==> config.mk <==
export PLATFORM = sky130hd
export DESIGN_NAME = bpa_ram
export DESIGN_NICKNAME = d
export VERILOG_FILES = /design/src/sv/bpa_ram.sv
export SDC_FILE = /design/constraint.sdc
export NUM_CORES = 1
export LEC_CHECK = 0
export BUFFER_PORTS_ARGS = -buffer_cell sky130_fd_sc_hd__buf_4
export CAP_MARGIN = 30
export CORE_ASPECT_RATIO = 1.2
export CORE_MARGIN = 4
export CORE_UTILIZATION = 60
export CTS_BUF_LIST = sky130_fd_sc_hd__clkbuf_16
export DETAILED_ROUTE_END_ITERATION = 8
export PLACE_DENSITY = 0.78
export RECOVER_POWER = 50
export SYNTH_ARGS = -nofsm -noshare
export SYNTH_HDL_FRONTEND = slang
export SYNTH_SLANG_ARGS = --single-unit
==> constraint.sdc <==
create_clock -name clock -period 2.44 [get_ports clock]
set_input_delay 0.366 -clock clock [delete_from_list [all_inputs] [get_ports clock]]
set_output_delay 0.366 -clock clock [all_outputs]
set_load 0.005 [all_outputs]
==> src/sv/bpa_ram.sv <==
// Generic single write port, single read port RAM with registered read data.
// No dependencies.
`default_nettype none
module bpa_ram #(
   parameter int WIDTH = 8,
   parameter int DEPTH = 16
) (
   input  wire logic                     clock,
   input  wire logic                     we,
   input  wire logic [$clog2(DEPTH)-1:0] waddr,
   input  wire logic [WIDTH-1:0]         wdata,
   input  wire logic [$clog2(DEPTH)-1:0] raddr,
   output logic      [WIDTH-1:0]         rdata
);
   logic [WIDTH-1:0] mem_ff [DEPTH];

   always_ff @(posedge clock) begin
      if (we) begin
         mem_ff[waddr] <= wdata;
      end
      rdata <= mem_ff[raddr];
   end
endmodule
`default_nettype wire

==> impl_metrics.sql, run 1 <==
INSERT INTO impl_metrics (metric_group, metric, value, unit) VALUES
('global_routing', 'grt_max_degree', '33', ''),
('placed_design', 'placed_cell_area', '5539', 'um2'),
('logic_synthesis', 'synth.area.top_cells', 'sky130_fd_sc_hd__edfxtp_1 (75%), sky130_fd_sc_hd__mux4_2 (7.9%), sky130_fd_sc_hd__mux4_1 (7.1%)', ''),
('logic_synthesis', 'yosysTopAreaCellShare', '0.7467', ''),
('placed_design', 'gp_congestion', '0.7950', ''),
('clock_network', 'ctsHtreeMaxLevel', '4', ''),
('detailed_routing', 'vias', '2475', ''),
('critical_path', 'type_of_destination_of_the_critical_path', 'flop', ''),
('logic_synthesis', 'flops_latches_synth', '136', ''),
('min_path', 'min-delay-path-class', 'primary input to flop', ''),
('critical_path', 'path_class', 'primary input to flop', ''),
('critical_path', 'worst_setup_path_start_kind', 'primary input', ''),
('power', 'ir_worst_vdd', '661.3', 'uV'),
('clock_network', 'clockRootBuffer', 'sky130_fd_sc_hd__clkbuf_16', ''),
('floorplan', 'boundaryPins', '26', ''),
('logic_synthesis', 'synth.distinct_cells', '19', ''),
('clock_network', 'clkLatencyLatePin', '0.40', 'ns'),
('timing', 'min_tclk_post_route', '1.506', 'ns'),
('placed_design', 'pre_cts_slack', '0.5210', 'ns'),
('clock_network', 'clkTransAtPathRegs', '0.05', 'ns'),
('timing', 'drv_slew', '0', ''),
('power', 'clock_power_share', '0.468', ''),
('floorplan', 'std_cell_rows', '36', ''),
('finish', 'post_layout_instance_area', '6096', 'um2'),
('power', 'power-per-cell-area', '886.5', 'nW/um2'),
('finish', 'antenna_cells_inserted', '0', ''),
('logic_synthesis', 'warnings_from_yosys', '0', ''),
('logic_synthesis', 'synth_top_cell_by_area', 'sky130_fd_sc_hd__edfxtp_1', ''),
('power', 'pwr-share-seq', '0.487', ''),
('timing', 'timing.max_slew.rel_slack', '0.5421', ''),
('timing', 'final-setup-viol-count', '0', ''),
('floorplan', 'chipHeight', '109.5', 'um'),
('placed_design', 'dp_hpwl', '6127', 'um'),
('finish', 'sequential_cell_area', '4004', 'um2'),
('logic_synthesis', 'ys_seq_area_frac', '0.7778', ''),
('critical_path', 'critPathRequiredTime', '2.72', 'ns'),
('detailed_routing', 'viasPerCell', '6.066', ''),
('logic_synthesis', 'mappedNetlistNets', '247', ''),
('finish', 'multi_input_area', '1057', 'um2'),
('clock_network', 'cts_tree', 'done', ''),
('logic_synthesis', 'post_synth_instance_area', '5147', 'um2'),
('power', 'total_leakage_power', '2.082', 'nW'),
('critical_path', 'timing.critical_path.fanout_max', '21', ''),
('timing', 'rsz_0062_raised_after_global_routing', 'false', ''),
('logic_synthesis', 'syn_inst', '229', ''),
('detailed_routing', 'drcViolationCount', '0', ''),
('global_routing', 'gr-usage-all-layers', '0.2247', ''),
('timing', 'worst_case_clock_skew', '0.005843', 'ns'),
('timing', 'fin_crit_sh', '0.6173', ''),
('global_routing', 'grt_antenna_before_repair', '0', ''),
('placed_design', 'port_buffers', '25', ''),
('finish', 'areaGrowthSynthToFinish', '18.42', '%'),
('timing', 'fmax', '663.9', 'MHz'),
('run_status', 'status', 'completed', ''),
('finish', 'number_of_nets_in_the_final_layout', '299', ''),
('clock_network', 'clock_tree.buffer_depth', '2', ''),
('clock_network', 'post-cts-setup-buffers', '0', ''),
('power', 'power.switching_fraction', '0.1857', ''),
('clock_network', 'cts-buffers-inserted', '17', ''),
('finish', 'layout.filler_cells', '466', ''),
('run', 'cap_viol_max_count', '0', ''),
('detailed_routing', 'routed_wire_length_per_instance', '24.49', 'um'),
('global_routing', 'first_global_vias', '2633', ''),
('timing', 'worst_pin_slew', '0.6843', 'ns'),
('floorplan', 'die-area', '10130', 'um2'),
('global_routing', 'grt_overflow', '0', ''),
('critical_path', 'critPathArrivalTime', '1.78', 'ns'),
('floorplan', 'placeableCoreArea', '8243', 'um2'),
('timing', 'tns', '0', 'ns'),
('clock_network', 'hold_buffers', '0', ''),
('floorplan', 'initial_core_util', '0.6245', '');
final cells by class:
class / count / area share
Sequential cell: 136 / 0.6568
Multi-Input combinational cell: 83 / 0.1734
Clock buffer: 17 / 0.06979
Timing Repair Buffer: 43 / 0.04885
Clock inverter: 15 / 0.02771
Tap cell: 114 / 0.02340
worst max-delay path, stage by stage:
cell and delay (ns):
sky130_fd_sc_hd__buf_4 0.23, sky130_fd_sc_hd__buf_12 0.24, sky130_fd_sc_hd__mux4_1 0.57, sky130_fd_sc_hd__a22oi_1 0.28
sky130_fd_sc_hd__nand2_1 0.07
stage by stage:
step	instances	util	hold slack [ns]	total power, mW
6_report	408	0.7395	0.3885	5.404
5_1_grt	408	0.7395	0.3776	5.589
4_1_cts	408	0.7441	0.2538	5.457
3_5_place_dp	376	0.6720	0.6557	2.930
3_3_place_gp	376	0.6720	0.6528	2.920
2_1_floorplan	229	-	0.4649	2.805
registers in the layout, indices dropped and copies added (netlist names):
name    cells
rdata       8
mem_ff    128
cell usage after synthesis (all sizes together):
| cell | number |
|---|---|
| edfxtp | 128 |
| mux4 | 32 |
| a22oi | 16 |
| nor2 | 13 |
| nand2 | 9 |
| dfxtp | 8 |
| buf | 7 |
| nor3 | 4 |
| clkdlybuf4s25 | 3 |
| nand2b | 2 |
| nand3b | 2 |
| and2 | 1 |
| and2b | 1 |
| nand3 | 1 |
| nor2b | 1 |
| or3b | 1 |
power groups by stage:
stage,Sequential (mW),Clock [mW],Combinational [mW]
2_1_floorplan,2.67,0,0.133
3_3_place_gp,2.68,0,0.244
3_5_place_dp,2.68,0,0.252
4_1_cts,2.63,2.57,0.254
5_1_grt,2.64,2.69,0.265
6_report,2.63,2.53,0.243
path summary, 6_finish.rpt:
| check | from | endpoint | slack [ns] | depth (start not counted) |
|---|---|---|---|---|
| worst min-delay path | waddr[0] | mem_ff[4][2] | 0.39 | 2 |
| worst max register to register | mem_ff[10][3] | rdata[3] | 1.03 | 3 |
| worst max-delay path | raddr[0] | rdata[4] | 0.93 | 5 |
| worst min register to register | mem_ff[15][0] | rdata[0] | 0.67 | 3 |
cells by family (layout without fill, tap and decap cells):
kind of cell,after synthesis,after routing,synth area share
flops,136,136,0.7778
simple gates,35,35,0.03184
compound gates,16,16,0.02334
mux,32,32,0.1502
buf+inv,10,75,0.01677
per-layer routing:
layer  part of all wire  track usage
met3              0.074      0.06023
met4             0.0088      0.08811
met2               0.52       0.3546
met1               0.39       0.3048
met5                  0            0
cell usage in the layout (no fill, tap or decap):
| cell type | count |
|---|---|
| sky130_fd_sc_hd__edfxtp_1 | 128 |
| sky130_fd_sc_hd__mux4_1 | 14 |
| sky130_fd_sc_hd__clkinvlp_4 | 1 |
| sky130_fd_sc_hd__clkinv_1 | 3 |
| sky130_fd_sc_hd__a22oi_1 | 16 |
| sky130_fd_sc_hd__nand3_1 | 1 |
| sky130_fd_sc_hd__dfxtp_1 | 8 |
| sky130_fd_sc_hd__clkbuf_16 | 17 |
| sky130_fd_sc_hd__nand3b_1 | 2 |
| sky130_fd_sc_hd__nor2b_1 | 1 |
| sky130_fd_sc_hd__nand2_1 | 9 |
| sky130_fd_sc_hd__or3b_2 | 1 |
| sky130_fd_sc_hd__inv_1 | 4 |
| sky130_fd_sc_hd__and2_1 | 1 |
| sky130_fd_sc_hd__nand2b_1 | 2 |
| sky130_fd_sc_hd__nor3_1 | 4 |
| sky130_fd_sc_hd__clkinv_2 | 3 |
| sky130_fd_sc_hd__and2b_1 | 1 |
| sky130_fd_sc_hd__buf_4 | 32 |
| sky130_fd_sc_hd__buf_12 | 1 |
| sky130_fd_sc_hd__nor2_1 | 13 |
| sky130_fd_sc_hd__bufinv_16 | 4 |
| sky130_fd_sc_hd__mux4_2 | 18 |
| sky130_fd_sc_hd__clkbuf_1 | 10 |
No activity file was read; power rests on OpenSTA's default activity.
==> inputs of run 2 (changes only) <==
==> constraint.sdc (replaced) <==
create_clock -name clock -period 1.4 [get_ports clock]
set_input_delay 0.21 -clock clock [delete_from_list [all_inputs] [get_ports clock]]
set_output_delay 0.21 -clock clock [all_outputs]
set_load 0.005 [all_outputs]
==> run 2 against run 1 <==
  * Register-to-register slack lost 1.0 ns
  * Sequential power increased by 75%
  * Power grew 77%
  * First-iteration DRC count decreased by 28%
  * Worst hold slack worse by 0.081 ns
  * Final area increased by 2.6%
  * Critical path type is now flop to flop
==> impl_metrics.sql, run 2 (same netlist as run 1, synthesis figures left out) <==
INSERT INTO impl_metrics (metric_group, metric, value, unit) VALUES
('run_status', 'status', 'completed', ''),
('timing', 'worst_pin_slew', '0.8511', 'ns'),
('critical_path', 'worst-path-buf-inv', '0', ''),
('detailed_routing', 'met3RoutedLength', '628', 'um'),
('critical_path', 'crit_path_cell_trace', 'mux4_1 -> a22oi_1 -> nand2_1', ''),
('finish', 'areaGrowthSynthToFinish', '21.54', '%'),
('global_routing', 'grt_max_degree', '18', ''),
('detailed_routing', 'routed_wire_length_per_instance', '25.11', 'um'),
('floorplan', 'initial_core_util', '0.6245', ''),
('timing', 'tns', '0', 'ns'),
('placed_design', 'port_buffers', '25', ''),
('floorplan', 'die-area', '10130', 'um2'),
('timing', 'worst_case_clock_skew', '0.004957', 'ns'),
('placed_design', 'dp_hpwl', '6532', 'um'),
('finish', 'largestRegisters', 'mem_ff x128, rdata x8', ''),
('finish', 'antenna_cells_inserted', '0', ''),
('floorplan', 'overall_die_width', '92.56', 'um'),
('timing', 'drv_slew', '0', ''),
('global_routing', 'gr-usage-all-layers', '0.2367', ''),
('clock_network', 'ctsHtreeMaxLevel', '4', ''),
('timing', 'final-setup-viol-count', '0', ''),
('floorplan', 'boundaryPins', '26', ''),
('finish', 'stdcell_count', '420', ''),
('timing', 'final.setup.worst_slack', '0.03395', 'ns'),
('floorplan', 'std_cell_rows', '36', ''),
('finish', 'number_of_nets_in_the_final_layout', '311', ''),
('timing', 'hold_viol', '0', ''),
('clock_network', 'cts_num_sinks', '136', ''),
('power', 'power-per-cell-area', '1529', 'nW/um2'),
('floorplan', 'placeableCoreArea', '8243', 'um2'),
('finish', 'final_core_util', '0.7590', ''),
('timing', 'fmax', '732.0', 'MHz'),
('detailed_routing', 'length_of_routed_met2_wiring', '5400', 'um'),
('power', 'ir_worst_vdd', '1061', 'uV'),
('global_routing', 'grt_antenna_before_repair', '0', ''),
('detailed_routing', 'final_antenna_net_count', '0', ''),
('finish', 'drive_gt1_frac', '0.3431', ''),
('detailed_routing', 'wl_met1', '4290', 'um'),
('placed_design', 'placed_instances', '388', ''),
('clock_network', 'clockRootBuffer', 'sky130_fd_sc_hd__clkbuf_16', ''),
('global_routing', 'first_global_vias', '2691', ''),
('power', 'total_leakage_power', '2.126', 'nW'),
('clock_network', 'clkLatencyLatePin', '0.41', 'ns'),
('min_path', 'min-delay-path-class', 'primary input to flop', ''),
('placed_design', 'gp_congestion', '0.7488', ''),
('detailed_routing', 'drcViolationCount', '0', ''),
('placed_design', 'pre_cts_slack', '-0.2537', 'ns'),
('detailed_routing', 'drt_wl_total', '10550', 'um'),
('clock_network', 'clock_tree.buffer_depth', '2', ''),
('detailed_routing', 'firstDrtPassIters', '5', ''),
('finish', 'number_of_flip_flops_under_the_largest_register_name', '128', ''),
('finish', 'post_layout_instance_area', '6256', 'um2'),
('timing', 'fin_crit_sh', '0.9758', ''),
('finish', 'layout.filler_cells', '438', ''),
('placed_design', 'placed_cell_area', '5682', 'um2'),
('clock_network', 'clkTransAtPathRegs', '0.06', 'ns'),
('critical_path', 'slowest_stage', 'sky130_fd_sc_hd__mux4_1', ''),
('clock_network', 'cts-buffers-inserted', '17', ''),
('critical_path', 'timing.critical_path.max_delay_family', 'multiplexers', ''),
('critical_path', 'max_stage_delay', '0.55', 'ns'),
('finish', 'top_register', 'mem_ff', ''),
('run', 'cap_viol_max_count', '0', ''),
('timing', 'timing.max_slew.rel_slack', '0.4314', ''),
('detailed_routing', 'dr.max_layer_used', 'met4', ''),
('finish', 'layout_common_cells', 'sky130_fd_sc_hd__edfxtp_1 (128), sky130_fd_sc_hd__buf_4 (40), sky130_fd_sc_hd__mux4_2 (21)', ''),
('critical_path', 'critPathRequiredTime', '1.69', 'ns'),
('detailed_routing', 'detailedRoute.firstIterationViolations', '176', ''),
('clock_network', 'cts_tree', 'done', ''),
('critical_path', 'worst_setup_path_start_kind', 'flop', ''),
('finish', 'final_common_cell', 'sky130_fd_sc_hd__edfxtp_1', ''),
('global_routing', 'grt_overflow', '0', ''),
('detailed_routing', 'viasPerCell', '6.136', ''),
('critical_path', 'type_of_destination_of_the_critical_path', 'flop', ''),
('timing', 'min_tclk_post_route', '1.366', 'ns'),
('clock_network', 'hold_buffers', '0', ''),
('floorplan', 'chipHeight', '109.5', 'um'),
('global_routing', 'grt_pass1_wl', '16230', 'um'),
('timing', 'rsz_0062_raised_after_global_routing', 'true', ''),
('critical_path', 'timing.critical_path.fanout_max', '1', ''),
('critical_path', 'path_class', 'flop to flop', ''),
('detailed_routing', 'vias', '2577', ''),
('critical_path', 'critPathArrivalTime', '1.65', 'ns');
==> run 2: metal layers <==
metal | track usage | vias to the layer above
met3 | 0.06092 | 19
met4 | 0.1051 | 0
met2 | 0.3764 | 105
met5 | 0 | -
li1 | - | 1098
met1 | 0.3142 | 1355
==> run 2: through the flow <==
stage | power [mW] | hold WS (ns)
6_report | 9.566 | 0.3073
5_1_grt | 9.851 | 0.3127
4_1_cts | 9.636 | 0.09775
3_5_place_dp | 5.149 | 0.5266
3_3_place_gp | 5.133 | 0.5144
2_1_floorplan | 4.890 | 0.3089
==> run 2: final cells by class <==
| type | instances | area (um2) | area share |
|---|---|---|---|
| Sequential cell | 136 | 4004 | 0.6400 |
| Tap cell | 114 | 142.6 | 0.02280 |
| Clock inverter | 15 | 177.7 | 0.02840 |
| Clock buffer | 17 | 425.4 | 0.06800 |
| Multi-Input combinational cell | 83 | 1081 | 0.1728 |
| Timing Repair Buffer | 55 | 425.4 | 0.06800 |
==> run 2: worst paths after layout <==
path,start,endpoint,slack [ns],cells after the start
worst max-delay path,mem_ff[2][0],rdata[0],0.03,3
worst min-delay path,wdata[1],mem_ff[8][1],0.31,1
worst max register to register,mem_ff[2][0],rdata[0],0.03,3
worst min register to register,mem_ff[12][5],rdata[5],0.69,3
==> run 2: timing repair <==
item	CTS	global route
buffers inserted	0	0
gates cloned	0	0
endpoints found under the setup margin	3	4
resized for setup	4	3
pin swaps	2	1
==> run 2: power breakdown <==
group          leakage [nW]  internal (mW)  switching, mW
Clock                 0.283           2.80           1.69
Sequential             1.22           4.55         0.0327
Combinational         0.619          0.228          0.255
