**config.mk**
```make
export PLATFORM = sky130hd
export DESIGN_NAME = bpa_seq_flat
export DESIGN_NICKNAME = d
export VERILOG_FILES = /design/src/sv/bpa_pkg.sv /design/src/sv/bpa_if.sv /design/src/sv/bpa_seq.sv /design/src/flat_wrapper.sv
export SDC_FILE = /design/constraint.sdc
export NUM_CORES = 2
export LEC_CHECK = 0
export BUFFER_PORTS_ARGS = -buffer_cell sky130_fd_sc_hd__buf_4
export CAP_MARGIN = 20
export CORE_MARGIN = 1
export CORE_UTILIZATION = 40
export CTS_CLUSTER_SIZE = 16
export DETAILED_ROUTE_END_ITERATION = 10
export MAX_ROUTING_LAYER = met4
export SETUP_SLACK_MARGIN = 0.05
export SKIP_CTS_REPAIR_TIMING = 1
export SLEW_MARGIN = 20
export SYNTH_ARGS = -nofsm -noshare
export SYNTH_HDL_FRONTEND = slang
export SYNTH_SLANG_ARGS = --single-unit
```
**constraint.sdc**
```tcl
create_clock -name clock -period 7.32 [get_ports clock]
set_input_delay 1.464 -clock clock [delete_from_list [all_inputs] [get_ports clock]]
set_output_delay 1.464 -clock clock [all_outputs]
set_load 0.01 [all_outputs]
```
**src/sv/bpa_pkg.sv**
```systemverilog
// Buddy page allocator: shared types, codes, constants and helper functions.
// No dependencies; imported by bpa_if, buddy_page_allocator and bpa_seq.
`default_nettype none
package bpa_pkg;

   localparam int PAGES_MAX  = 4096;
   localparam int TOP_ORDER  = 10;
   localparam int ORDERS     = TOP_ORDER + 1;
   localparam int PAGE_AW    = $clog2(PAGES_MAX);
   localparam int LINK_W     = PAGE_AW + 1;
   localparam int ORD_W      = 4;
   localparam int META_W     = ORD_W + 1;
   localparam int MIN_PAGES  = 16;
   localparam int PAGE_SHIFT = 12;

   localparam logic [LINK_W-1:0] LINK_NONE = LINK_W'(PAGES_MAX);
   localparam logic [31:0] BASE_RESET  = 32'h0010_0000;
   localparam logic [12:0] PAGES_RESET = 13'(PAGES_MAX);

   typedef logic [1:0] cmd_type;
   localparam cmd_type CMD_INIT  = 2'd0;
   localparam cmd_type CMD_ALLOC = 2'd1;
   localparam cmd_type CMD_FREE  = 2'd2;
   localparam cmd_type CMD_QUERY = 2'd3;

   typedef logic [2:0] status_type;
   localparam status_type STAT_OK        = 3'd0;
   localparam status_type STAT_NOT_READY = 3'd1;
   localparam status_type STAT_NO_MEMORY = 3'd2;
   localparam status_type STAT_NULL      = 3'd3;
   localparam status_type STAT_UNALIGNED = 3'd4;
   localparam status_type STAT_BELOW     = 3'd5;
   localparam status_type STAT_RANGE     = 3'd6;
   localparam status_type STAT_DOUBLE    = 3'd7;

   localparam logic CSR_BASE  = 1'b0;
   localparam logic CSR_PAGES = 1'b1;

   typedef struct packed {
      logic [31:0] base;
      logic [12:0] pages;
   } cfg_type;

   typedef struct packed {
      logic               we;
      logic [PAGE_AW-1:0] waddr;
      logic [META_W-1:0]  wdata;
      logic [PAGE_AW-1:0] raddr;
   } meta_port_type;

   typedef struct packed {
      logic               we;
      logic [PAGE_AW-1:0] waddr;
      logic [LINK_W-1:0]  wdata;
      logic [PAGE_AW-1:0] raddr;
   } link_port_type;

   typedef enum logic [4:0] {
      ST_IDLE, ST_INIT, ST_CLEAR, ST_CARVE, ST_PUT, ST_PUT_LINK, ST_TAKE, ST_TAKE_LINK,
      ST_ALLOC, ST_SPLIT, ST_FREE, ST_FREE_IDX, ST_FREE_META, ST_MERGE, ST_MERGE_META,
      ST_MERGE_STEP, ST_QUERY, ST_QUERY_META, ST_FINISH
   } state_type;

   function automatic logic [LINK_W-1:0] order_weight(input logic [ORD_W-1:0] ord);
      return LINK_W'(1) << ord;
   endfunction

   // largest aligned block starting at idx that still fits in the zone
   function automatic logic [ORD_W-1:0] carve_order(input logic [LINK_W-1:0] idx,
                                                    input logic [LINK_W-1:0] zone);
      logic [ORD_W-1:0] res;
      logic             found;
      logic [LINK_W:0]  blk;
      res   = '0;
      found = 1'b0;
      for (int o = TOP_ORDER; o > 0; o--) begin
         blk = (LINK_W+1)'(1) << o;
         if (!found && ((idx & (blk[LINK_W-1:0] - LINK_W'(1))) == '0) &&
             ({1'b0, idx} + blk <= {1'b0, zone})) begin
            res   = ORD_W'(o);
            found = 1'b1;
         end
      end
      return res;
   endfunction

endpackage
`default_nettype wire

```
**src/sv/bpa_if.sv**
```systemverilog
// Request and response channel interfaces of the buddy page allocator.
// Depends on bpa_pkg.
`default_nettype none
interface bpa_req_if import bpa_pkg::*; ();
   logic        valid;
   logic        ready;
   cmd_type     cmd;
   logic [31:0] address;
   logic [15:0] page_number;
   modport source (output valid, cmd, address, page_number, input ready);
   modport sink (input valid, cmd, address, page_number, output ready);
endinterface

interface bpa_rsp_if import bpa_pkg::*; ();
   logic        valid;
   logic        ready;
   status_type  status;
   logic [31:0] page_address;
   logic        page_used;
   logic [12:0] free_count;
   modport source (output valid, status, page_address, page_used, free_count, input ready);
   modport sink (input valid, status, page_address, page_used, free_count, output ready);
endinterface
`default_nettype wire

```
**src/sv/bpa_seq.sv**
```systemverilog
// Sequencer and list datapath: runs init, alloc, free and query one step a cycle
// over the metadata and link RAMs, except while rsp stalls. Depends on bpa_pkg and bpa_if.
`default_nettype none
module bpa_seq import bpa_pkg::*; (
   input  wire logic          clock,
   input  wire logic          reset,
   input  wire cfg_type       cfg,
   bpa_req_if.sink            req,
   bpa_rsp_if.source          rsp,
   output meta_port_type      meta_port,
   output link_port_type      prev_port,
   output link_port_type      next_port,
   input  wire logic [META_W-1:0] meta_rd,
   input  wire logic [LINK_W-1:0] prev_rd,
   input  wire logic [LINK_W-1:0] next_rd
);
   state_type state_ff, state_in, ret_ff, ret_in;
   logic [31:0] addr_ff, addr_in, zbase_ff, zbase_in;
   logic [15:0] pnum_ff, pnum_in;
   logic [LINK_W-1:0] zpages_ff, zpages_in, ftot_ff, ftot_in;
   logic ready_ff, ready_in;
   logic [LINK_W-1:0] head_ff [ORDERS], head_in [ORDERS];
   logic [LINK_W-1:0] tail_ff [ORDERS], tail_in [ORDERS];
   logic [PAGE_AW-1:0] clr_ff, clr_in;
   logic [LINK_W-1:0] idx_ff, idx_in, pg_ff, pg_in, arg_ff, arg_in, t_ff, t_in;
   logic [ORD_W-1:0] ord_ff, ord_in;
   logic [META_W-1:0] tmeta_ff, tmeta_in;
   logic [19:0] diff_ff, diff_in;
   status_type res_status_ff, res_status_in;
   logic [31:0] res_addr_ff, res_addr_in;
   logic res_used_ff, res_used_in;
   logic rsp_valid_ff, rsp_valid_in;
   status_type rsp_status_ff, rsp_status_in;
   logic [31:0] rsp_addr_ff, rsp_addr_in;
   logic rsp_used_ff, rsp_used_in;
   logic [12:0] rsp_free_ff, rsp_free_in;

   logic [LINK_W-1:0] tail_sel, bud, diff_full;
   logic [ORD_W-1:0] low_ord, carve_ord, meta_ord;
   logic low_found;
   logic [31:0] sub;

   assign tail_sel  = tail_ff[ord_ff];
   assign bud       = idx_ff ^ order_weight(ord_ff);
   assign carve_ord = carve_order(idx_ff, zpages_ff);
   assign meta_ord  = meta_rd[META_W-1:1];
   assign sub       = addr_ff - zbase_ff;
   assign diff_full = diff_ff[LINK_W-1:0];

   always_comb begin
      low_ord   = '0;
      low_found = 1'b0;
      for (int o = TOP_ORDER; o >= 0; o--) begin
         if (!head_ff[o][LINK_W-1]) begin
            low_ord   = ORD_W'(o);
            low_found = 1'b1;
         end
      end
   end

   always_comb begin
      state_in = state_ff; ret_in = ret_ff; addr_in = addr_ff;
      pnum_in = pnum_ff; zbase_in = zbase_ff; zpages_in = zpages_ff; ftot_in = ftot_ff;
      ready_in = ready_ff; head_in = head_ff; tail_in = tail_ff; clr_in = clr_ff;
      idx_in = idx_ff; pg_in = pg_ff; arg_in = arg_ff; t_in = t_ff; ord_in = ord_ff;
      tmeta_in = tmeta_ff; diff_in = diff_ff; res_status_in = res_status_ff;
      res_addr_in = res_addr_ff; res_used_in = res_used_ff;
      rsp_valid_in = rsp_valid_ff && !rsp.ready;
      rsp_status_in = rsp_status_ff; rsp_addr_in = rsp_addr_ff;
      rsp_used_in = rsp_used_ff; rsp_free_in = rsp_free_ff;
      case (state_ff)
         ST_IDLE: begin
            if (req.valid) begin
               addr_in = req.address; pnum_in = req.page_number;
               res_status_in = STAT_OK; res_addr_in = '0; res_used_in = 1'b0;
               case (req.cmd)
                  CMD_INIT:  state_in = ST_INIT;
                  CMD_ALLOC: state_in = ST_ALLOC;
                  CMD_FREE:  state_in = ST_FREE;
                  default:   state_in = ST_QUERY;
               endcase
            end
         end
         ST_INIT: begin
            for (int o = 0; o < ORDERS; o++) begin
               head_in[o] = LINK_NONE;
               tail_in[o] = LINK_NONE;
            end
            ftot_in = '0; ready_in = 1'b0; zbase_in = cfg.base;
            zpages_in = (cfg.pages > PAGES_RESET) ? PAGES_RESET : cfg.pages;
            clr_in = '0;
            state_in = ST_CLEAR;
         end
         ST_CLEAR: begin
            clr_in = clr_ff + PAGE_AW'(1);
            if (&clr_ff) begin
               if (zpages_ff < LINK_W'(MIN_PAGES)) begin
                  res_status_in = STAT_NOT_READY;
                  state_in = ST_FINISH;
               end else begin
                  idx_in = '0;
                  state_in = ST_CARVE;
               end
            end
         end
         ST_CARVE: begin
            if (idx_ff >= zpages_ff) begin
               ready_in = 1'b1;
               state_in = ST_FINISH;
            end else begin
               ord_in = carve_ord; arg_in = idx_ff;
               idx_in = idx_ff + order_weight(carve_ord);
               ret_in = ST_CARVE; state_in = ST_PUT;
            end
         end
         ST_PUT: begin
            tail_in[ord_ff] = arg_ff;
            t_in = tail_sel;
            ftot_in = ftot_ff + order_weight(ord_ff);
            if (!tail_sel[LINK_W-1]) begin
               state_in = ST_PUT_LINK;
            end else begin
               head_in[ord_ff] = arg_ff;
               state_in = ret_ff;
            end
         end
         ST_PUT_LINK: state_in = ret_ff;
         ST_TAKE: state_in = ST_TAKE_LINK;
         ST_TAKE_LINK: begin
            if (prev_rd[LINK_W-1]) begin
               head_in[ord_ff] = next_rd[LINK_W-1] ? LINK_NONE : next_rd;
            end
            if (next_rd[LINK_W-1]) begin
               tail_in[ord_ff] = prev_rd[LINK_W-1] ? LINK_NONE : prev_rd;
            end
            ftot_in = ftot_ff - order_weight(ord_ff);
            state_in = ret_ff;
         end
         ST_ALLOC: begin
            if (!ready_ff) begin
               res_status_in = STAT_NOT_READY; state_in = ST_FINISH;
            end else if (ftot_ff == '0 || !low_found) begin
               res_status_in = STAT_NO_MEMORY; state_in = ST_FINISH;
            end else begin
               ord_in = low_ord; arg_in = head_ff[low_ord]; pg_in = head_ff[low_ord];
               tmeta_in = '0; ret_in = ST_SPLIT; state_in = ST_TAKE;
            end
         end
         ST_SPLIT: begin
            if (ord_ff == '0) begin
               res_addr_in = zbase_ff + {7'b0, pg_ff, 12'b0};
               state_in = ST_FINISH;
            end else begin
               ord_in = ord_ff - ORD_W'(1);
               arg_in = pg_ff + order_weight(ord_ff - ORD_W'(1));
               ret_in = ST_SPLIT; state_in = ST_PUT;
            end
         end
         ST_FREE: begin
            state_in = ST_FINISH;
            if (!ready_ff) res_status_in = STAT_NOT_READY;
            else if (addr_ff == '0) res_status_in = STAT_NULL;
            else if (addr_ff[PAGE_SHIFT-1:0] != '0) res_status_in = STAT_UNALIGNED;
            else if (addr_ff < zbase_ff) res_status_in = STAT_BELOW;
            else begin
               diff_in = sub[31:PAGE_SHIFT];
               state_in = ST_FREE_IDX;
            end
         end
         ST_FREE_IDX: begin
            if (diff_ff >= {7'b0, zpages_ff}) begin
               res_status_in = STAT_RANGE; state_in = ST_FINISH;
            end else begin
               idx_in = diff_full; state_in = ST_FREE_META;
            end
         end
         ST_FREE_META: begin
            if (meta_rd[0]) begin
               res_status_in = STAT_DOUBLE; state_in = ST_FINISH;
            end else begin
               ord_in = (meta_ord > ORD_W'(TOP_ORDER)) ? ORD_W'(TOP_ORDER) : meta_ord;
               state_in = ST_MERGE;
            end
         end
         ST_MERGE: begin
            if (ord_ff >= ORD_W'(TOP_ORDER) || bud >= zpages_ff) begin
               arg_in = idx_ff; ret_in = ST_FINISH; state_in = ST_PUT;
            end else begin
               arg_in = bud; state_in = ST_MERGE_META;
            end
         end
         ST_MERGE_META: begin
            if (!meta_rd[0] || meta_ord != ord_ff) begin
               arg_in = idx_ff; ret_in = ST_FINISH; state_in = ST_PUT;
            end else begin
               tmeta_in = {ord_ff, 1'b0}; ret_in = ST_MERGE_STEP; state_in = ST_TAKE;
            end
         end
         ST_MERGE_STEP: begin
            idx_in = idx_ff & ~order_weight(ord_ff);
            ord_in = ord_ff + ORD_W'(1);
            state_in = ST_MERGE;
         end
         ST_QUERY: begin
            if (!ready_ff) begin
               res_status_in = STAT_NOT_READY; state_in = ST_FINISH;
            end else if (pnum_ff >= {3'b0, zpages_ff}) begin
               res_status_in = STAT_RANGE; state_in = ST_FINISH;
            end else begin
               state_in = ST_QUERY_META;
            end
         end
         ST_QUERY_META: begin
            res_used_in = !meta_rd[0];
            state_in = ST_FINISH;
         end
         ST_FINISH: begin
            if (!rsp_valid_ff || rsp.ready) begin
               rsp_valid_in = 1'b1; rsp_status_in = res_status_ff;
               rsp_addr_in = res_addr_ff; rsp_used_in = res_used_ff;
               rsp_free_in = ftot_ff;
               state_in = ST_IDLE;
            end
         end
         default: state_in = ST_IDLE;
      endcase
   end

   always_comb begin
      meta_port = '0;
      prev_port = '0;
      next_port = '0;
      meta_port.raddr = arg_ff[PAGE_AW-1:0];
      prev_port.raddr = arg_ff[PAGE_AW-1:0];
      next_port.raddr = arg_ff[PAGE_AW-1:0];
      case (state_ff)
         ST_CLEAR: begin
            meta_port.we = 1'b1; meta_port.waddr = clr_ff;
         end
         ST_PUT: begin
            meta_port.we = 1'b1; meta_port.waddr = arg_ff[PAGE_AW-1:0];
            meta_port.wdata = {ord_ff, 1'b1};
            prev_port.we = 1'b1; prev_port.waddr = arg_ff[PAGE_AW-1:0];
            prev_port.wdata = tail_sel;
            next_port.we = 1'b1; next_port.waddr = arg_ff[PAGE_AW-1:0];
            next_port.wdata = LINK_NONE;
         end
         ST_PUT_LINK: begin
            next_port.we = 1'b1; next_port.waddr = t_ff[PAGE_AW-1:0];
            next_port.wdata = arg_ff;
         end
         ST_TAKE_LINK: begin
            meta_port.we = 1'b1; meta_port.waddr = arg_ff[PAGE_AW-1:0];
            meta_port.wdata = tmeta_ff;
            next_port.we = !prev_rd[LINK_W-1]; next_port.waddr = prev_rd[PAGE_AW-1:0];
            next_port.wdata = next_rd;
            prev_port.we = !next_rd[LINK_W-1]; prev_port.waddr = next_rd[PAGE_AW-1:0];
            prev_port.wdata = prev_rd;
         end
         ST_FREE_IDX: meta_port.raddr = diff_ff[PAGE_AW-1:0];
         ST_MERGE:    meta_port.raddr = bud[PAGE_AW-1:0];
         ST_QUERY:    meta_port.raddr = pnum_ff[PAGE_AW-1:0];
         default: ;
      endcase
   end

   assign req.ready        = (state_ff == ST_IDLE);
   assign rsp.valid        = rsp_valid_ff;
   assign rsp.status       = rsp_status_ff;
   assign rsp.page_address = rsp_addr_ff;
   assign rsp.page_used    = rsp_used_ff;
   assign rsp.free_count   = rsp_free_ff;

   always_ff @(posedge clock) begin
      if (reset) begin
         state_ff <= ST_IDLE; ret_ff <= ST_IDLE; ready_ff <= 1'b0; ftot_ff <= '0;
         zpages_ff <= '0; zbase_ff <= '0; rsp_valid_ff <= 1'b0;
         for (int o = 0; o < ORDERS; o++) begin
            head_ff[o] <= LINK_NONE;
            tail_ff[o] <= LINK_NONE;
         end
      end else begin
         state_ff <= state_in; ret_ff <= ret_in; ready_ff <= ready_in; ftot_ff <= ftot_in;
         zpages_ff <= zpages_in; zbase_ff <= zbase_in; rsp_valid_ff <= rsp_valid_in;
         head_ff <= head_in; tail_ff <= tail_in;
      end
      addr_ff <= addr_in; pnum_ff <= pnum_in; clr_ff <= clr_in;
      idx_ff <= idx_in; pg_ff <= pg_in; arg_ff <= arg_in; t_ff <= t_in; ord_ff <= ord_in;
      tmeta_ff <= tmeta_in; diff_ff <= diff_in; res_status_ff <= res_status_in;
      res_addr_ff <= res_addr_in; res_used_ff <= res_used_in;
      rsp_status_ff <= rsp_status_in; rsp_addr_ff <= rsp_addr_in;
      rsp_used_ff <= rsp_used_in; rsp_free_ff <= rsp_free_in;
   end
endmodule
`default_nettype wire
```
**src/flat_wrapper.sv**
```systemverilog
// flat-port wrapper written by rule: the top's interface ports become plain ports
module bpa_seq_flat import bpa_pkg::*;
  (clock, reset, cfg, meta_port, prev_port, next_port, meta_rd, prev_rd, next_rd, req_valid, req_cmd, req_address, req_page_number, req_ready, rsp_valid, rsp_status, rsp_page_address, rsp_page_used, rsp_free_count, rsp_ready);
  bpa_req_if req_i ();
  bpa_rsp_if rsp_i ();
  input  wire logic clock;
  input  wire logic reset;
  input  wire cfg_type cfg;
  output meta_port_type meta_port;
  output link_port_type prev_port;
  output link_port_type next_port;
  input  wire logic [META_W-1:0] meta_rd;
  input  wire logic [LINK_W-1:0] prev_rd;
  input  wire logic [LINK_W-1:0] next_rd;
  input wire logic [$bits(req_i.valid)-1:0] req_valid;
  input wire logic [$bits(req_i.cmd)-1:0] req_cmd;
  input wire logic [$bits(req_i.address)-1:0] req_address;
  input wire logic [$bits(req_i.page_number)-1:0] req_page_number;
  output wire logic [$bits(req_i.ready)-1:0] req_ready;
  output wire logic [$bits(rsp_i.valid)-1:0] rsp_valid;
  output wire logic [$bits(rsp_i.status)-1:0] rsp_status;
  output wire logic [$bits(rsp_i.page_address)-1:0] rsp_page_address;
  output wire logic [$bits(rsp_i.page_used)-1:0] rsp_page_used;
  output wire logic [$bits(rsp_i.free_count)-1:0] rsp_free_count;
  input wire logic [$bits(rsp_i.ready)-1:0] rsp_ready;
  assign req_i.valid = req_valid;
  assign req_i.cmd = req_cmd;
  assign req_i.address = req_address;
  assign req_i.page_number = req_page_number;
  assign req_ready = req_i.ready;
  assign rsp_valid = rsp_i.valid;
  assign rsp_status = rsp_i.status;
  assign rsp_page_address = rsp_i.page_address;
  assign rsp_page_used = rsp_i.page_used;
  assign rsp_free_count = rsp_i.free_count;
  assign rsp_i.ready = rsp_ready;
  bpa_seq u_core (.clock(clock), .reset(reset), .cfg(cfg), .req(req_i), .rsp(rsp_i), .meta_port(meta_port), .prev_port(prev_port), .next_port(next_port), .meta_rd(meta_rd), .prev_rd(prev_rd), .next_rd(next_rd));
endmodule
```
==> results.md <==
* Run status: finished, final reports clean
* Num ports at 287
* Vias/cell at 6.01
* Final setup violation count at 0
* Required @ worst endpoint at 7.67 ns
* Multi-input logic area at 0.0196 mm²
* Mapped Area at 0.0353 mm²
* Core footprint at about 0.087 mm²
* Overflow after GRT at 0
* Startpoint Class: flop
* Area Growth Syn to Fin at 14.7%
* R2R cell count at 26
* Hold Path Origin: u_core.res_addr_ff[4]
* Fraction of registers with async set/reset at 0%
* R2r endpoint: u_core.idx_ff[10]
* Filler cells at around 8.5k
* Max-slew headroom at 22.1%
* Critical path type: reg2reg
* Initial core utilization at 40.5%
* Total Routing Usage GR at 29.4%
* Period utilization at a little under nine tenths
* Critical Path End Type: flop
* Yosys reg bits at between 500 and 600
* Hold Path Cell Cnt at 0
* DP Area at 0.0381 mm²
* CTS buffer count at 68
* Synth Flop Type: dfxtp_1
* First-pass GRT wire length at 195 mm
* Hpwl dp at around 95 mm
* Sequential area share after synthesis at 39.3%
* Storage cell area at 0.0139 mm²
* Die span in x at 299 µm
* ANT nets after route at 0
* Fin nets at 4571
* Root Buffer: clkbuf_16
* Leak Pwr at between 0.015 and 0.02 µW
* CTS max path bufs at 3
* Vias in the first global route at 30.3k
* Max-slew violation count at 0
* Final Skew at 0.0287 ns
* Initial DRC Count at 3523
* Arrival time at the worst endpoint at 6.60 ns
* Die height at roughly 300 µm
* PD cells at approximately 250 mW/mm²
* Core Rows at roughly 110
* RSZ-0062 raised after global routing: no
* Avg Synthesized Cell Area at 8.66 µm²
* FF-to-FF setup slack at 1.08 ns
* CTS tree: built
* Number of synthesized flops with an enable pin at 224
* Setup total negative slack at 0 ns
* MaxCap Viol Count at 0
* Syn Inst Count at a little over 4k
* Distinct cells, synth at 103
* WL/cell at 24.5 µm
* Most frequent cells in the layout: nand2_1 (556), nor2_1 (379), o21ai_0 (366)
* Largest net degree at the start of global routing at around 170
* Achievable frequency at 160 MHz
* H-tree levels at 3
* Via count at 32.5k
* Crit-path max FO at 8
* Maximum VDD drop at 191 µV
* DRC errors left at 0
* Final WL at 132 mm
* Final instance area at 0.0405 mm²
* Total Die Area at slightly below 0.09 mm²
* R2R Path Start: u_core.idx_ff[6]
* Share of cells above drive strength 1 at 13.6%
* CTS clock-pin slew for the worst setup and hold paths at around 0.06 ns
* Initial antenna violation count at 4
* Mapped Nets at 4456
* DRT Pass-1 Iters at 8
* Min Tclk post-route at between 6 and 7 ns
* Worst Hold Path EP: u_core.rsp.page_address[4]
* Number of port buffers at 286
* Hold Path Class: reg2reg
* CTS Sinks at between 500 and 600
* YS warnings at 0
* Clk_lat worst skew at 0.65 ns
* Final Hold Viols at 0
* Slew @ Worst Pin at between 1 and 1.5 ns
* Commonest non-fill, non-tap cell in the layout: nand2_1
* GP Congestion at 0.994
worst max-delay path, cell delays in order (launching register included):
cell	delay (ns)
edfxtp_1	0.50
ha_1	0.39
and2_1	0.39
nand3_1	0.20
nor2_1	0.17
xnor2_1	0.08
ha_1	0.31
nand4_1	0.13
nor2_1	0.17
o21a_1	0.14
a21oi_1	0.06
o21ai_0	0.51
nand3_1	0.18
or3_1	0.44
nor3_1	0.20
ha_1	0.19
inv_1	0.06
fa_1	0.39
nor2b_1	0.15
o21ai_0	0.11
a21boi_0	0.25
o21ai_0	0.14
a21oi_1	0.29
o2111ai_1	0.17
nand3b_1	0.14
xnor2_1	0.11
o21ai_0	0.08
synth_stat cells (29+ instances only):
master      n  share of area [%]
a211oi_1   31               0.66
a21o_1     54                1.1
a21oi_1   339                4.8
a311oi_1  108                2.7
buf_2      40               0.57
buf_4      35               0.74
clkbuf_1  208                2.2
dfxtp_1   356                 20
edfxtp_1  224                 19
ha_1      246                8.7
inv_1     125                1.3
mux2i_1    63                1.8
mux4_2     40                2.6
nand2_1   557                5.9
nand3_1    76                1.1
nand4_1    31               0.55
nor2_1    383                4.1
nor2b_1    49               0.87
nor3_1     69               0.98
o21ai_0   366                5.2
o21ai_1    48               0.68
o21bai_1   29               0.62
o22ai_1    51               0.90
xnor2_1    88                2.2
xor2_1     40               0.99
worst max path at each step:
stage	startpoint	to	slack [ns]
after global placement	u_core.idx_ff[6]	u_core.idx_ff[10]	1.31
after global routing	u_core.idx_ff[6]	u_core.idx_ff[10]	0.56
after detailed placement	u_core.idx_ff[6]	u_core.idx_ff[10]	1.25
after floorplan	u_core.idx_ff[7]	u_core.idx_ff[10]	1.99
after CTS	u_core.idx_ff[6]	u_core.idx_ff[10]	1.21
final	u_core.idx_ff[6]	u_core.idx_ff[10]	1.08
where the power goes:
part	internal, µW	total, µW	switching (µW)	leakage (µW)
clock network	2090	3600	1510	0.00115
logic	930	2660	1730	0.00934
registers	3710	3910	201	0.00495
total	6730	10200	3440	0.0154
cell type report:
class | instances | area share [%]
tap | 1155 | 3.57
clock buffer | 97 | 4.88
sequential | 580 | 34.2
inverter | 131 | 1.22
timing repair buffer | 353 | 6.60
antenna | 4 | 0.0247
multi-input combinational | 3057 | 48.5
clock inverter | 27 | 0.952
layer usage:
layer	track usage [%]	share of wire, %	vias to the layer above
li1	-	-	15000
met1	39.2	42	15700
met2	44.5	45	1557
met3	4.91	9.1	272
met4	11.1	4.0	0
met5	-	0	-
registers in the layout, summed over array words and instances, names as in the netlist, 16 cells and up:
name / cells
u_core.addr_ff: 32
u_core.zbase_ff: 32
u_core.pnum_ff: 16
u_core.rsp.page_address: 32
u_core.tail_ff: 143
u_core.res_addr_ff: 32
u_core.head_ff: 143
u_core.diff_ff: 20
cells by family (layout without fill, tap and decap cells):
group,after synthesis,after routing,synth area share [%]
AO/OA/AOI/OAI,1241,1241,22.0
XOR/XNOR,128,128,3.18
adder cells (fa/ha/maj),250,250,8.95
buffers and inverters,439,608,5.30
flip-flops,580,580,39.3
multiplexers,113,113,4.70
other,1,5,0.0106
AND/OR/NAND/NOR,1324,1324,16.6
metrics by stage:
stage	instances	total power, µW	util (%)	hold slack, ns	setup WS, ns
after floorplan	4076	5590	-	0.400	1.99
after global placement	5276	6550	43.8	0.400	1.31
final	5404	10200	46.5	0.408	1.08
after CTS	5400	10200	46.5	0.411	1.21
after global routing	5402	10600	46.5	0.419	0.556
after detailed placement	5276	6570	43.8	0.405	1.25
Power figures use the tool's default switching activity.
